### src/rtl/core/msp_pkg.sv
// msp_pkg: shared types, codes and the control element size table of the
// mac subheader parser. No dependencies; imported by every module of the block but msp_fifo.
`default_nettype none

package msp_pkg;

	// id at and above which a subheader is a control element
	localparam logic [4:0]  CE_ID_MIN     = 5'd26;
	// saturation value of the consumed byte count
	localparam logic [16:0] CONSUMED_MAX  = 17'h1FFFF;

	// config register indexes
	localparam logic [1:0]  REG_LINK_ADDR = 2'd0;

	// payload of one accepted input transaction
	typedef struct packed {
		logic [7:0]  header_byte;
		logic        pdu_start;
		logic [15:0] pdu_length;
	} in_item_t;

	// payload of one result transaction
	typedef struct packed {
		logic [4:0]  channel_id;
		logic [15:0] payload_length;
		logic        is_control;
		logic        is_final;
		logic        length_error;
	} out_item_t;

	// front parser phase
	typedef enum logic [1:0] {
		PH_FIRST,
		PH_LEN1,
		PH_LEN2,
		PH_DONE
	} phase_t;

	// kind of work handed from front to back
	typedef enum logic [1:0] {
		OP_NONE,
		OP_SDU,
		OP_CE,
		OP_FINAL
	} op_t;

	// one classified record in the front-to-back queue
	typedef struct packed {
		op_t         op;
		logic        start;
		logic [15:0] pdu_length;
		logic [4:0]  channel_id;
		logic [14:0] sdu_length;
		logic        long_hdr;
	} mid_rec_t;

	// fixed control element size from id and link direction
	function automatic logic [2:0] ce_size(input logic [4:0] id, input logic uplink);
		logic [2:0] sz;
		sz = 3'd0;
		if (uplink) begin
			case (id)
				5'd26:   sz = 3'd1;
				5'd27:   sz = 3'd2;
				5'd28:   sz = 3'd1;
				5'd29:   sz = 3'd1;
				5'd30:   sz = 3'd3;
				default: sz = 3'd0;
			endcase
		end else begin
			case (id)
				5'd28:   sz = 3'd6;
				5'd29:   sz = 3'd1;
				default: sz = 3'd0;
			endcase
		end
		return sz;
	endfunction

endpackage

`default_nettype wire

### src/rtl/core/msp_fifo.sv
// msp_fifo: small show-ahead register queue, used between front and back
// and in front of the result port. No package dependency.
`default_nettype none

module msp_fifo #(
	parameter int W     = 8,
	parameter int DEPTH = 4
) (
	input  wire logic         clk,
	input  wire logic         arst_n,
	input  wire logic         wr_en,
	input  wire logic [W-1:0] wr_data,
	output logic              full,
	input  wire logic         rd_en,
	output logic [W-1:0]      rd_data,
	output logic              empty
);

	localparam int AW = (DEPTH > 1) ? $clog2(DEPTH) : 1;

	logic [W-1:0]  slot_q [DEPTH];
	logic [AW-1:0] wr_ptr_q;
	logic [AW-1:0] rd_ptr_q;
	logic [AW:0]   count_q;
	logic          do_wr;
	logic          do_rd;

	assign full    = (count_q == (AW+1)'(DEPTH));
	assign empty   = (count_q == '0);
	assign do_wr   = wr_en && !full;
	assign do_rd   = rd_en && !empty;
	assign rd_data = slot_q[rd_ptr_q];

	// storage, no reset needed
	always_ff @(posedge clk) begin
		if (do_wr) begin
			slot_q[wr_ptr_q] <= wr_data;
		end
	end

	// pointers and fill count
	always_ff @(posedge clk or negedge arst_n) begin
		if (!arst_n) begin
			wr_ptr_q <= '0;
			rd_ptr_q <= '0;
			count_q  <= '0;
		end else begin
			if (do_wr) begin
				wr_ptr_q <= (wr_ptr_q == AW'(DEPTH - 1)) ? '0 : wr_ptr_q + 1'b1;
			end
			if (do_rd) begin
				rd_ptr_q <= (rd_ptr_q == AW'(DEPTH - 1)) ? '0 : rd_ptr_q + 1'b1;
			end
			if (do_wr && !do_rd) begin
				count_q <= count_q + 1'b1;
			end else if (do_rd && !do_wr) begin
				count_q <= count_q - 1'b1;
			end
		end
	end

	a_count_bound: assert property (@(posedge clk) disable iff (!arst_n)
		count_q <= (AW+1)'(DEPTH))
		else $error("fifo count beyond depth");

	a_count_step: assert property (@(posedge clk) disable iff (!arst_n)
		(do_wr && !do_rd) |=> (count_q == $past(count_q) + 1'b1))
		else $error("fifo count did not follow write");

	a_full_not_empty: assert property (@(posedge clk) disable iff (!arst_n)
		!(full && empty))
		else $error("fifo full and empty at once");

endmodule

`default_nettype wire

### src/rtl/core/msp_front.sv
// msp_front: byte-level subheader parser; splits header bytes into E/LCID
// and F/L fields and issues one classified record per event. Uses msp_pkg.
`default_nettype none

module msp_front
	import msp_pkg::*;
#(
	parameter int MAX_SUBHEADERS = 32
) (
	input  wire logic     clk,
	input  wire logic     arst_n,
	input  wire logic     take,
	input  wire in_item_t item,
	output logic          rec_push,
	output mid_rec_t      rec
);

	phase_t      phase_q, phase_d;
	logic [4:0]  held_id_q, held_id_d;
	logic [6:0]  held_len_q, held_len_d;
	logic [5:0]  count_q, count_d;

	phase_t      phase_eff;
	logic [5:0]  count_eff;
	logic        ext;
	logic        last;

	// state registers
	always_ff @(posedge clk or negedge arst_n) begin
		if (!arst_n) begin
			phase_q    <= PH_FIRST;
			held_id_q  <= '0;
			held_len_q <= '0;
			count_q    <= '0;
		end else if (take) begin
			phase_q    <= phase_d;
			held_id_q  <= held_id_d;
			held_len_q <= held_len_d;
			count_q    <= count_d;
		end
	end

	// next phase and record
	always_comb begin
		phase_eff  = item.pdu_start ? PH_FIRST : phase_q;
		count_eff  = item.pdu_start ? 6'd0 : count_q;
		ext        = item.header_byte[5];
		last       = !ext || ({1'b0, count_eff} + 7'd1 >= 7'(MAX_SUBHEADERS));
		phase_d    = phase_eff;
		held_id_d  = held_id_q;
		held_len_d = held_len_q;
		count_d    = count_eff;

		rec.op         = OP_NONE;
		rec.start      = item.pdu_start;
		rec.pdu_length = item.pdu_length;
		rec.channel_id = item.header_byte[4:0];
		rec.sdu_length = {8'd0, item.header_byte[6:0]};
		rec.long_hdr   = 1'b0;

		unique case (phase_eff)
			PH_FIRST: begin
				if (last) begin
					rec.op  = OP_FINAL;
					count_d = count_eff + 6'd1;
					phase_d = PH_DONE;
				end else if (item.header_byte[4:0] >= CE_ID_MIN) begin
					rec.op  = OP_CE;
					count_d = count_eff + 6'd1;
				end else begin
					held_id_d = item.header_byte[4:0];
					phase_d   = PH_LEN1;
				end
			end
			PH_LEN1: begin
				rec.channel_id = held_id_q;
				held_len_d     = item.header_byte[6:0];
				if (item.header_byte[7]) begin
					phase_d = PH_LEN2;
				end else begin
					rec.op  = OP_SDU;
					count_d = count_eff + 6'd1;
					phase_d = PH_FIRST;
				end
			end
			PH_LEN2: begin
				rec.op         = OP_SDU;
				rec.channel_id = held_id_q;
				rec.sdu_length = {held_len_q, item.header_byte};
				rec.long_hdr   = 1'b1;
				count_d        = count_eff + 6'd1;
				phase_d        = PH_FIRST;
			end
			PH_DONE: begin
				rec.op = OP_NONE;
			end
			default: begin
				phase_d = PH_FIRST;
			end
		endcase

		rec_push = take && ((rec.op != OP_NONE) || item.pdu_start);
	end

	a_len2_returns: assert property (@(posedge clk) disable iff (!arst_n)
		(take && !item.pdu_start && phase_q == PH_LEN2) |=> (phase_q == PH_FIRST))
		else $error("long length octet did not end subheader");

	a_final_done: assert property (@(posedge clk) disable iff (!arst_n)
		(rec_push && rec.op == OP_FINAL) |=> (phase_q == PH_DONE))
		else $error("final subheader did not close the pdu");

	a_done_silent: assert property (@(posedge clk) disable iff (!arst_n)
		(take && !item.pdu_start && phase_q == PH_DONE) |-> !rec_push)
		else $error("record issued after final subheader");

endmodule

`default_nettype wire

### src/rtl/core/msp_back.sv
// msp_back: executes classified records; keeps the consumed byte count and
// the latched pdu length and forms result transactions. Uses msp_pkg.
`default_nettype none

module msp_back
	import msp_pkg::*;
(
	input  wire logic     clk,
	input  wire logic     arst_n,
	input  wire logic     link_is_uplink,
	input  wire logic     rec_valid,
	input  wire mid_rec_t rec,
	output logic          rec_take,
	input  wire logic     res_full,
	output logic          res_push,
	output out_item_t     res
);

	logic [16:0] consumed_q;
	logic [15:0] plen_q;

	logic [16:0] base_cons;
	logic [15:0] base_plen;
	logic [2:0]  ce_sz;
	logic [15:0] add_amt;
	logic [17:0] sum;
	logic [17:0] need;
	logic [16:0] next_cons;
	logic        err;

	// record execution
	always_comb begin
		rec_take  = rec_valid && !res_full;
		base_cons = rec.start ? 17'd0 : consumed_q;
		base_plen = rec.start ? rec.pdu_length : plen_q;
		ce_sz     = ce_size(rec.channel_id, link_is_uplink);
		add_amt   = 16'd0;
		need      = {1'b0, base_cons} + 18'd1;
		err       = 1'b0;

		res.channel_id     = rec.channel_id;
		res.payload_length = 16'd0;
		res.is_control     = (rec.channel_id >= CE_ID_MIN);
		res.is_final       = 1'b0;
		res.length_error   = 1'b0;

		case (rec.op)
			OP_SDU: begin
				add_amt            = {1'b0, rec.sdu_length} + (rec.long_hdr ? 16'd3 : 16'd2);
				res.payload_length = {1'b0, rec.sdu_length};
			end
			OP_CE: begin
				add_amt            = 16'(ce_sz) + 16'd1;
				res.payload_length = 16'(ce_sz);
			end
			OP_FINAL: begin
				err                = (need > {2'b0, base_plen});
				res.is_final       = 1'b1;
				res.length_error   = err;
				res.payload_length = err ? 16'd0 : base_plen - need[15:0];
			end
			default: begin
				add_amt = 16'd0;
			end
		endcase

		sum       = {1'b0, base_cons} + {2'b0, add_amt};
		next_cons = (sum > {1'b0, CONSUMED_MAX}) ? CONSUMED_MAX : sum[16:0];
		res_push  = rec_take && (rec.op != OP_NONE);
	end

	// running pdu state
	always_ff @(posedge clk or negedge arst_n) begin
		if (!arst_n) begin
			consumed_q <= '0;
			plen_q     <= '0;
		end else if (rec_take) begin
			consumed_q <= (rec.op == OP_SDU || rec.op == OP_CE) ? next_cons : base_cons;
			plen_q     <= base_plen;
		end
	end

	a_err_only_final: assert property (@(posedge clk) disable iff (!arst_n)
		res_push |-> (!res.length_error || res.is_final))
		else $error("length error on non-final result");

	a_start_clears: assert property (@(posedge clk) disable iff (!arst_n)
		(rec_take && rec.start && rec.op == OP_FINAL) |=> (consumed_q == 17'd0))
		else $error("consumed count not cleared by pdu start");

	a_err_zero_len: assert property (@(posedge clk) disable iff (!arst_n)
		(res_push && res.length_error) |-> (res.payload_length == 16'd0))
		else $error("length error with nonzero payload length");

endmodule

`default_nettype wire

### src/rtl/core/mac_subheader_parser_top.sv
// mac_subheader_parser_top: mac pdu subheader parser, front parser and back
// executor joined by a record queue, result queue at the output.
// Depends on msp_pkg, msp_fifo, msp_front, msp_back.
//
// channel   handshake                  payload
// header    push / full                in_item_t  (header_byte, pdu_start, pdu_length)
// result    pop / empty                out_item_t (channel_id .. length_error)
// config    psel penable pwrite pready link_is_uplink at paddr 0, bit 0 of pwdata
//
// one header byte per cycle sustained while the record queue is not full; a
// result reaches the port through the record queue and then the result queue
// after the byte that completes its subheader
// reset clears parser phase, counts, latched length, queues and the config bit
// a stalled result side fills the result queue, then the record queue; full
// rises only when the record queue holds MID_DEPTH records
`default_nettype none

module mac_subheader_parser_top
	import msp_pkg::*;
#(
	parameter int MAX_SUBHEADERS = 32,
	parameter int MID_DEPTH      = 4,
	parameter int OUT_DEPTH      = 4
) (
	input  wire logic        clk,
	input  wire logic        arst_n,
	// header byte queue side
	input  wire logic        push,
	output logic             full,
	input  wire in_item_t    header,
	// result queue side
	output logic             empty,
	input  wire logic        pop,
	output out_item_t        result,
	// config port
	input  wire logic        psel,
	input  wire logic        penable,
	input  wire logic        pwrite,
	input  wire logic [1:0]  paddr,
	input  wire logic [31:0] pwdata,
	output logic [31:0]      prdata,
	output logic             pready
);

	localparam int REC_W = $bits(mid_rec_t);
	localparam int RES_W = $bits(out_item_t);

	logic       uplink_q;
	logic       take;
	logic       rec_push;
	mid_rec_t   rec_in;
	mid_rec_t   rec_out;
	logic       mid_full;
	logic       mid_empty;
	logic       rec_take;
	logic       res_full;
	logic       res_push;
	out_item_t  res_in;

	// config register
	assign pready = 1'b1;
	assign prdata = (paddr == REG_LINK_ADDR) ? {31'd0, uplink_q} : 32'd0;

	always_ff @(posedge clk or negedge arst_n) begin
		if (!arst_n) begin
			uplink_q <= 1'b0;
		end else if (psel && penable && pwrite && pready && paddr == REG_LINK_ADDR) begin
			uplink_q <= pwdata[0];
		end
	end

	// input transaction
	assign full = mid_full;
	assign take = push && !mid_full;

	msp_front #(
		.MAX_SUBHEADERS(MAX_SUBHEADERS)
	) u_front (
		.clk      (clk),
		.arst_n   (arst_n),
		.take     (take),
		.item     (header),
		.rec_push (rec_push),
		.rec      (rec_in)
	);

	// front to back record queue
	msp_fifo #(
		.W     (REC_W),
		.DEPTH (MID_DEPTH)
	) u_mid_q (
		.clk     (clk),
		.arst_n  (arst_n),
		.wr_en   (rec_push),
		.wr_data (rec_in),
		.full    (mid_full),
		.rd_en   (rec_take),
		.rd_data (rec_out),
		.empty   (mid_empty)
	);

	msp_back u_back (
		.clk            (clk),
		.arst_n         (arst_n),
		.link_is_uplink (uplink_q),
		.rec_valid      (!mid_empty),
		.rec            (rec_out),
		.rec_take       (rec_take),
		.res_full       (res_full),
		.res_push       (res_push),
		.res            (res_in)
	);

	// result queue
	msp_fifo #(
		.W     (RES_W),
		.DEPTH (OUT_DEPTH)
	) u_res_q (
		.clk     (clk),
		.arst_n  (arst_n),
		.wr_en   (res_push),
		.wr_data (res_in),
		.full    (res_full),
		.rd_en   (pop),
		.rd_data (result),
		.empty   (empty)
	);

	a_no_lost_rec: assert property (@(posedge clk) disable iff (!arst_n)
		!(rec_push && mid_full))
		else $error("record pushed into full queue");

	a_no_lost_res: assert property (@(posedge clk) disable iff (!arst_n)
		!(res_push && res_full))
		else $error("result pushed into full queue");

	a_err_final: assert property (@(posedge clk) disable iff (!arst_n)
		(!empty && result.length_error) |-> result.is_final)
		else $error("length error shown on non-final result");

endmodule

`default_nettype wire
### config.mk
export PLATFORM = sky130hd
export DESIGN_NAME = mac_subheader_parser_top
export DESIGN_NICKNAME = d
export VERILOG_FILES = /design/src/rtl/core/msp_pkg.sv /design/src/rtl/core/msp_fifo.sv /design/src/rtl/core/msp_front.sv /design/src/rtl/core/msp_back.sv /design/src/rtl/core/mac_subheader_parser_top.sv
export SDC_FILE = /design/constraint.sdc
export NUM_CORES = 1
export LEC_CHECK = 0
export BUFFER_PORTS_ARGS = -buffer_cell sky130_fd_sc_hd__buf_2
export CORE_UTILIZATION = 45
export DETAILED_ROUTE_END_ITERATION = 6
export PLACE_DENSITY = 0.72
export SETUP_SLACK_MARGIN = 0.2
export SYNTH_ARGS = -nofsm -noshare
export SYNTH_HDL_FRONTEND = slang
export SYNTH_SLANG_ARGS = --single-unit
### constraint.sdc
create_clock -name clk -period 5.5 [get_ports clk]
set_input_delay 1.1 -clock clk [delete_from_list [all_inputs] [get_ports clk]]
set_output_delay 1.1 -clock clk [all_outputs]
set_load 0.1 [all_outputs]
==> impl_metrics.csv, run 1 <==
group,metric,value,unit
outcome,status,"finished clean",
global_routing,grt_usage,18.80,%
cts,worstSkewPairLatency,520,ps
synthesis,syn_area,16270,sq um
synthesis,synth_edf_count,256,
global_routing,antenna_found_initial,1,
global_routing,grt_pass1_vias,9835,
worst_setup_path,end_kind,"flop",
sta,hold_viol_final,0,
cts,cts_buffers,35,
detailed_routing,firstDrtPassIters,5,
floorplan,rows,69,
floorplan,die_w,192.2,um
detailed_routing,vias,9803,
cts,ctsHoldBuffers,0,
sta,setup_violations,0,
floorplan,start_util,45.75,%
min_path,hold_path.class,"flop to flop",
detailed_routing,wl_per_cell,19.01,um
synthesis,synth_seq_cells,324,
detailed_routing,ant_nets,0,
finish,layout_common_cells,"256 x edfxtp_1, 88 x nand2_1, 72 x inv_1, 72 x ha_1, 66 x dfrtp_1",
detailed_routing,routed_via_density,5.548,
sta,fin_skew,17.52,ps
worst_setup_path,worstPathRequired,5820,ps
global_routing,grt_pass1_wl,53.56,mm
worst_setup_path,reg2reg_from,"u_mid_q.rd_ptr_q[1]",
finish,nNetsFinal,1422,
finish,areaGrowthSynthToFinish,12.05,%
worst_setup_path,startpoint,"u_mid_q.rd_ptr_q[1]",
min_path,hold_path_startpoint,"u_back.plen_q[7]",
finish,drive_gt1_share,18.84,%
sta,timing.final.crit_share,91.78,%
synthesis,syn_avg_cell_area,13.49,sq um
worst_setup_path,path_class,"flop to flop",
worst_setup_path,arrival,5370,ps
finish,antenna_cells,0,
synthesis,async_flop_share,20.99,%
placement,dp_hpwl,23.26,mm
synthesis,yosysTopAreaCell,"edfxtp_1",
synthesis,yosysTopAreaCellShare,47.24,%
cts,root_buffer,"clkbuf_16",
sta,rsz0062_at_grt,"false",
placement,place_congestion,0.8834,
floorplan,ios,125,
floorplan,die_area,36930,sq um
global_routing,grt_max_degree,69,
cts,clock_path_buffers,3,
synthesis,ys_seq_area_share,57.69,%
finish,finalCoreUtilization,51.27,%
sta,final_max_slew_viol_count,0,
detailed_routing,wirelength,33.60,mm
synthesis,synth_cell_types,78,
placement,portBuffers,61,
flow_run,maxCapViolCount,0,
synthesis,syn_inst,1206,
synthesis,synthFlopType,"edfxtp_1",
detailed_routing,drc,0,
cts,clkTransAtPathRegs,60,ps
cts,cts_tree,"done",
sta,max_freq,0.1981,GHz
sta,timing_worst_slew_pin_value,1121,ps
finish,layout_commonest_cell,"edfxtp_1",
cts,h-tree-depth,2,
cts,cts.sinks,324,
global_routing,grt_overflow,0,
sta,min_period,5048,ps
sta,relSlewSlack,25.24,%
worst_setup_path,worst_setup_path_start_kind,"flop",
synthesis,yosys_warnings,0,
floorplan,die_height,192.2,um
sta,totalNegativeSetupSlack,0,ps
detailed_routing,drt_iter0_drc,757,
floorplan,core-area,35570,sq um
worst_setup_path,crit_fanout,9,
synthesis,synthTopCellsByArea,"edfxtp_1 47%, dfrtp_1 10%, mux4_2 8.7%",
==> cells in the mapped netlist, types with 5 or more instances <==
library cell / instances
nand4_1: 10
a21o_1: 20
or3_1: 5
nor2b_1: 12
nand3_1: 25
clkbuf_1: 26
dfrtp_1: 68
a211oi_1: 5
nor3_1: 14
buf_2: 8
mux2i_1: 21
a22o_1: 11
inv_1: 72
xnor2_1: 30
mux2_2: 24
o211ai_1: 7
o22ai_1: 6
xor2_1: 29
and2_1: 30
buf_4: 35
nor2_1: 54
nand2b_1: 11
ha_1: 72
mux4_2: 63
nand2_1: 88
o21ai_0: 59
a31oi_1: 6
o21a_1: 5
a21oi_1: 52
edfxtp_1: 256
==> area by class of cell <==
type / count / area [sq um]
clock buffers: 42 / 944.7
clock inverters: 21 / 225.2
fillers: 3001 / 17330
inverters: 73 / 274.0
multi-input cells: 760 / 6262
flip-flops and latches: 324 / 9392
well taps: 461 / 576.8
repair buffers: 86 / 561.8
==> logic make-up after synthesis <==
logic type | share of synthesized area, %
other cells | 0.04615
xor+xnor | 3.175
flops | 57.69
simple gates | 8.134
buf+inv | 4.667
compound gates | 8.496
mux | 11.76
fa+ha+maj | 6.028
==> flip-flops by register name, summed over array words and instances, names as in the netlist, 3 cells and up <==
signal and cells:
u_res_q.count_q 3, u_back.plen_q 16, u_front.count_q 6, u_front.held_len_q 7
u_mid_q.slot_q 160, u_front.held_id_q 5, u_back.consumed_q 17, u_res_q.slot_q 96
u_mid_q.count_q 3
==> worst max-delay path, cell delays in order (launching register included) <==
cell	delay [ps]
dfrtp_2	390
mux2i_1	340
mux2_4	280
nand2_1	120
inv_1	120
ha_1	190
nand3_1	230
nor4bb_1	390
xor2_1	170
ha_1	460
nand4_2	170
or3_4	400
or4_1	480
a32oi_1	400
and3b_1	250
buf_4	180
a22o_1	280
==> what timing repair did <==
action                     CTS  global route
hold endpoints to repair     0             0
buffers inserted             0             0
setup endpoints to repair    0            14
resized for setup            0             2
==> routing by layer <==
metal  routed length [um]  share of wire [%]  up-vias  GRT usage [%]
li1                     -                  -     4579              -
met1                14950                 44     4896          26.09
met2                16100                 48      251          30.35
met3                 1615                4.8       75          2.923
met4                  927                2.8        2          5.845
met5                   10              0.030        -              0
==> path summary, 6_finish.rpt <==
check	endpoint	slack [ps]	depth (start not counted)
min	u_back.plen_q[7]	480	2
min reg2reg	u_back.plen_q[7]	480	2
max reg2reg	u_res_q.slot_q[2][16]	450	16
max	u_res_q.slot_q[2][16]	450	16
max in group asynchronous	u_mid_q.rd_ptr_q[0]	4040	1
min in group asynchronous	u_front.count_q[4]	750	1
==> per-stage QoR <==
stage          instance area [sq um]  hold slack (ps)  worst slack [ps]  std cells
4_1_cts                        18230            483.8             332.2       1767
3_5_place_dp                   17060            469.3             328.9       1704
6_report                       18240            479.5             452.3       1767
5_1_grt                        18240            508.0             209.5       1767
3_3_place_gp                   17060            463.6             381.5       1704
2_1_floorplan                  16390            449.2             780.6       1236
Power of run 1 is left out: the tool's default activity adds up to more than one toggle a clock period on the data nets, which glitch-free logic cannot reach.
==> inputs of run 2 (changes only) <==
CORE_MARGIN = 2   (was unset)
==> run 2 against run 1 <==
Utilization increased by 0.22 points. Worst setup slack improved by 36 ps. Sequential cell count unchanged. Cell count increased by 0.40%. Fmax is 0.71% higher. Wire length is 0.38% lower. Via count increased by 0.52%. Worst hold slack about the same. Register-to-register slack better by 40 ps. Clock-buffer cell count stayed put. Critical path type unchanged. Highest routed layer unchanged.
==> impl_metrics.csv, run 2 (synthesis results as in run 1) <==
group,metric,value,unit
placement,placed_cell_area,17040,sq um
worst_setup_path,crit_fanout,18,
cts,cts.sinks,324,
worst_setup_path,r2r_setup_slack,490,ps
global_routing,grt_pass1_wl,52.84,mm
floorplan,die_w,194.2,um
floorplan,start_util,45.75,%
worst_setup_path,reg2reg_from,"u_mid_q.rd_ptr_q[1]",
sta,min_period,5012,ps
flow_run,maxCapViolCount,0,
worst_setup_path,path_class,"flop to flop",
detailed_routing,wl_per_cell,18.87,um
finish,areaGrowthSynthToFinish,12.53,%
outcome,status,"finished clean",
sta,hold_slack,479.3,ps
detailed_routing,firstDrtPassIters,7,
placement,portBuffers,61,
finish,fin_area,18310,sq um
finish,antenna_cells,0,
finish,largest_register_ffs,160,
placement,place_congestion,0.8438,
worst_setup_path,cp_cell_sequence,"mux2i_1, mux2_4, nand2_1, inv_1, ha_1, nand3_1, nor4bb_1, xor2_1, ha_2, nand4_2, or3_4, or4_1, a32oi_2, and3b_1, buf_4, a21boi_2",
cts,root_buffer,"clkbuf_16",
sta,rsz0062_at_grt,"false",
detailed_routing,wirelength,33.47,mm
min_path,hold_path_startpoint,"u_back.plen_q[4]",
sta,timing.final.crit_share,91.13,%
global_routing,grt_overflow,0,
detailed_routing,vias,9854,
finish,n_fill_cell,2943,
global_routing,grt_usage,17.61,%
floorplan,ios,125,
detailed_routing,drc,0,
worst_setup_path,arrival,5350,ps
sta,fin_skew,26.09,ps
global_routing,antenna_found_initial,2,
cts,clock_path_buffers,3,
cts,cts_buffers,36,
floorplan,rows,69,
finish,top_regs,"u_mid_q.slot_q (160), u_res_q.slot_q (96), u_back.consumed_q (17)",
worst_setup_path,cp_slowest_cell,"or4_1",
worst_setup_path,r2r-end,"u_res_q.slot_q[1][18]",
sta,timing_worst_slew_pin_value,1112,ps
min_path,holdPathStages,2,
detailed_routing,drt_iter0_drc,697,
worst_setup_path,end_kind,"flop",
min_path,hold_path.class,"flop to flop",
cts,cts_tree,"done",
floorplan,die_height,194.2,um
cts,h-tree-depth,2,
cts,clkTransAtPathRegs,60,ps
sta,max_freq,0.1995,GHz
floorplan,die_area,37700,sq um
cts,worstSkewPairLatency,530,ps
global_routing,grt_pass1_vias,9788,
sta,setup_violations,0,
floorplan,core-area,35570,sq um
sta,relSlewSlack,25.88,%
cts,ctsHoldBuffers,0,
sta,totalNegativeSetupSlack,0,ps
sta,hold_viol_final,0,
worst_setup_path,rr_worst_depth,16,
global_routing,grt_max_degree,54,
placement,dp_hpwl,23.42,mm
finish,drive_gt1_share,19.80,%
worst_setup_path,worst_setup_path_start_kind,"flop",
finish,regMostFlops,"u_mid_q.slot_q",
detailed_routing,ant_nets,0,
finish,layout_commonest_cell,"edfxtp_1",
finish,nNetsFinal,1427,
finish,layout_common_cells,"256 x edfxtp_1, 88 x nand2_1, 72 x inv_1",
detailed_routing,routed_via_density,5.555,
worst_setup_path,worstPathRequired,5840,ps
sta,final_max_slew_viol_count,0,
worst_setup_path,slowest_delay,490,ps
min_path,min_to,"u_back.plen_q[4]",
-- run 2: changes by cell type in the layout (fill, tap and decap cells not counted), moves of 2 or more --
cell,before,now
clkbuf_8,0,2
clkinv_1,7,2
buf_4,20,25
clkinv_2,6,8
clkinvlp_4,2,6
-- run 2: area by class of cell --
type / count / area, sq um / share of cell area (%)
Inverter: 73 / 274.0 / 1.496
Sequential cell: 324 / 9392 / 51.28
Multi-Input combinational cell: 760 / 6266 / 34.21
Tap cell: 461 / 576.8 / 3.150
Timing Repair Buffer: 90 / 588.1 / 3.211
Clock buffer: 42 / 943.4 / 5.151
Clock inverter: 24 / 274.0 / 1.496
-- run 2: worst max-delay path by stage --
| stage | start | to | slack, ps | cells after the start |
|---|---|---|---|---|
| CTS | u_mid_q.rd_ptr_q[1] | u_res_q.slot_q[1][18] | 390 | 16 |
| detailed placement | u_mid_q.rd_ptr_q[1] | u_res_q.slot_q[0][18] | 420 | 16 |
| finish | u_mid_q.rd_ptr_q[1] | u_res_q.slot_q[1][18] | 490 | 16 |
| global placement | u_mid_q.rd_ptr_q[1] | u_res_q.slot_q[0][18] | 560 | 16 |
| floorplan | u_mid_q.rd_ptr_q[0] | u_back.consumed_q[16] | 780 | 21 |
| global route | u_mid_q.rd_ptr_q[1] | u_res_q.slot_q[0][18] | 210 | 16 |
-- run 2: metrics by stage --
| step | utilization (%) | setup WS, ps | std cells |
|---|---|---|---|
| 6_report | 51.49 | 488.0 | 1774 |
| 5_1_grt | 51.49 | 213.6 | 1774 |
| 4_1_cts | 51.33 | 387.7 | 1768 |
| 3_5_place_dp | 47.91 | 421.4 | 1702 |
| 3_3_place_gp | 47.91 | 563.5 | 1702 |
| 2_1_floorplan | - | 780.6 | 1236 |
-- run 2: worst max-delay path, delay by kind of cell, from the launching register on --
kind	cells	cell delay, ps
adders and majority gates	2	640
buffers and inverters	2	310
DFF	1	400
xor gates and xnor gates	1	180
muxes	2	670
AOI/OAI and AO/OA	2	630
and+or+nand+nor	7	1990
-- run 2: what timing repair did --
action,in CTS,in global routing
resized for setup,0,2
endpoints found under the setup margin,0,64
endpoints found under the hold margin,0,0
setup buffers,0,6
-- run 2: metal layers --
| layer | vias to the layer above | track usage, % | wire length (um) |
|---|---|---|---|
| met1 | 4928 | 24.46 | 14890 |
| met3 | 68 | 3.131 | 1747 |
| met5 | - | 0 | 27 |
| met4 | 4 | 6.004 | 887 |
| li1 | 4587 | - | - |
| met2 | 267 | 28.13 | 15930 |
Power of run 2 is left out for the same reason.
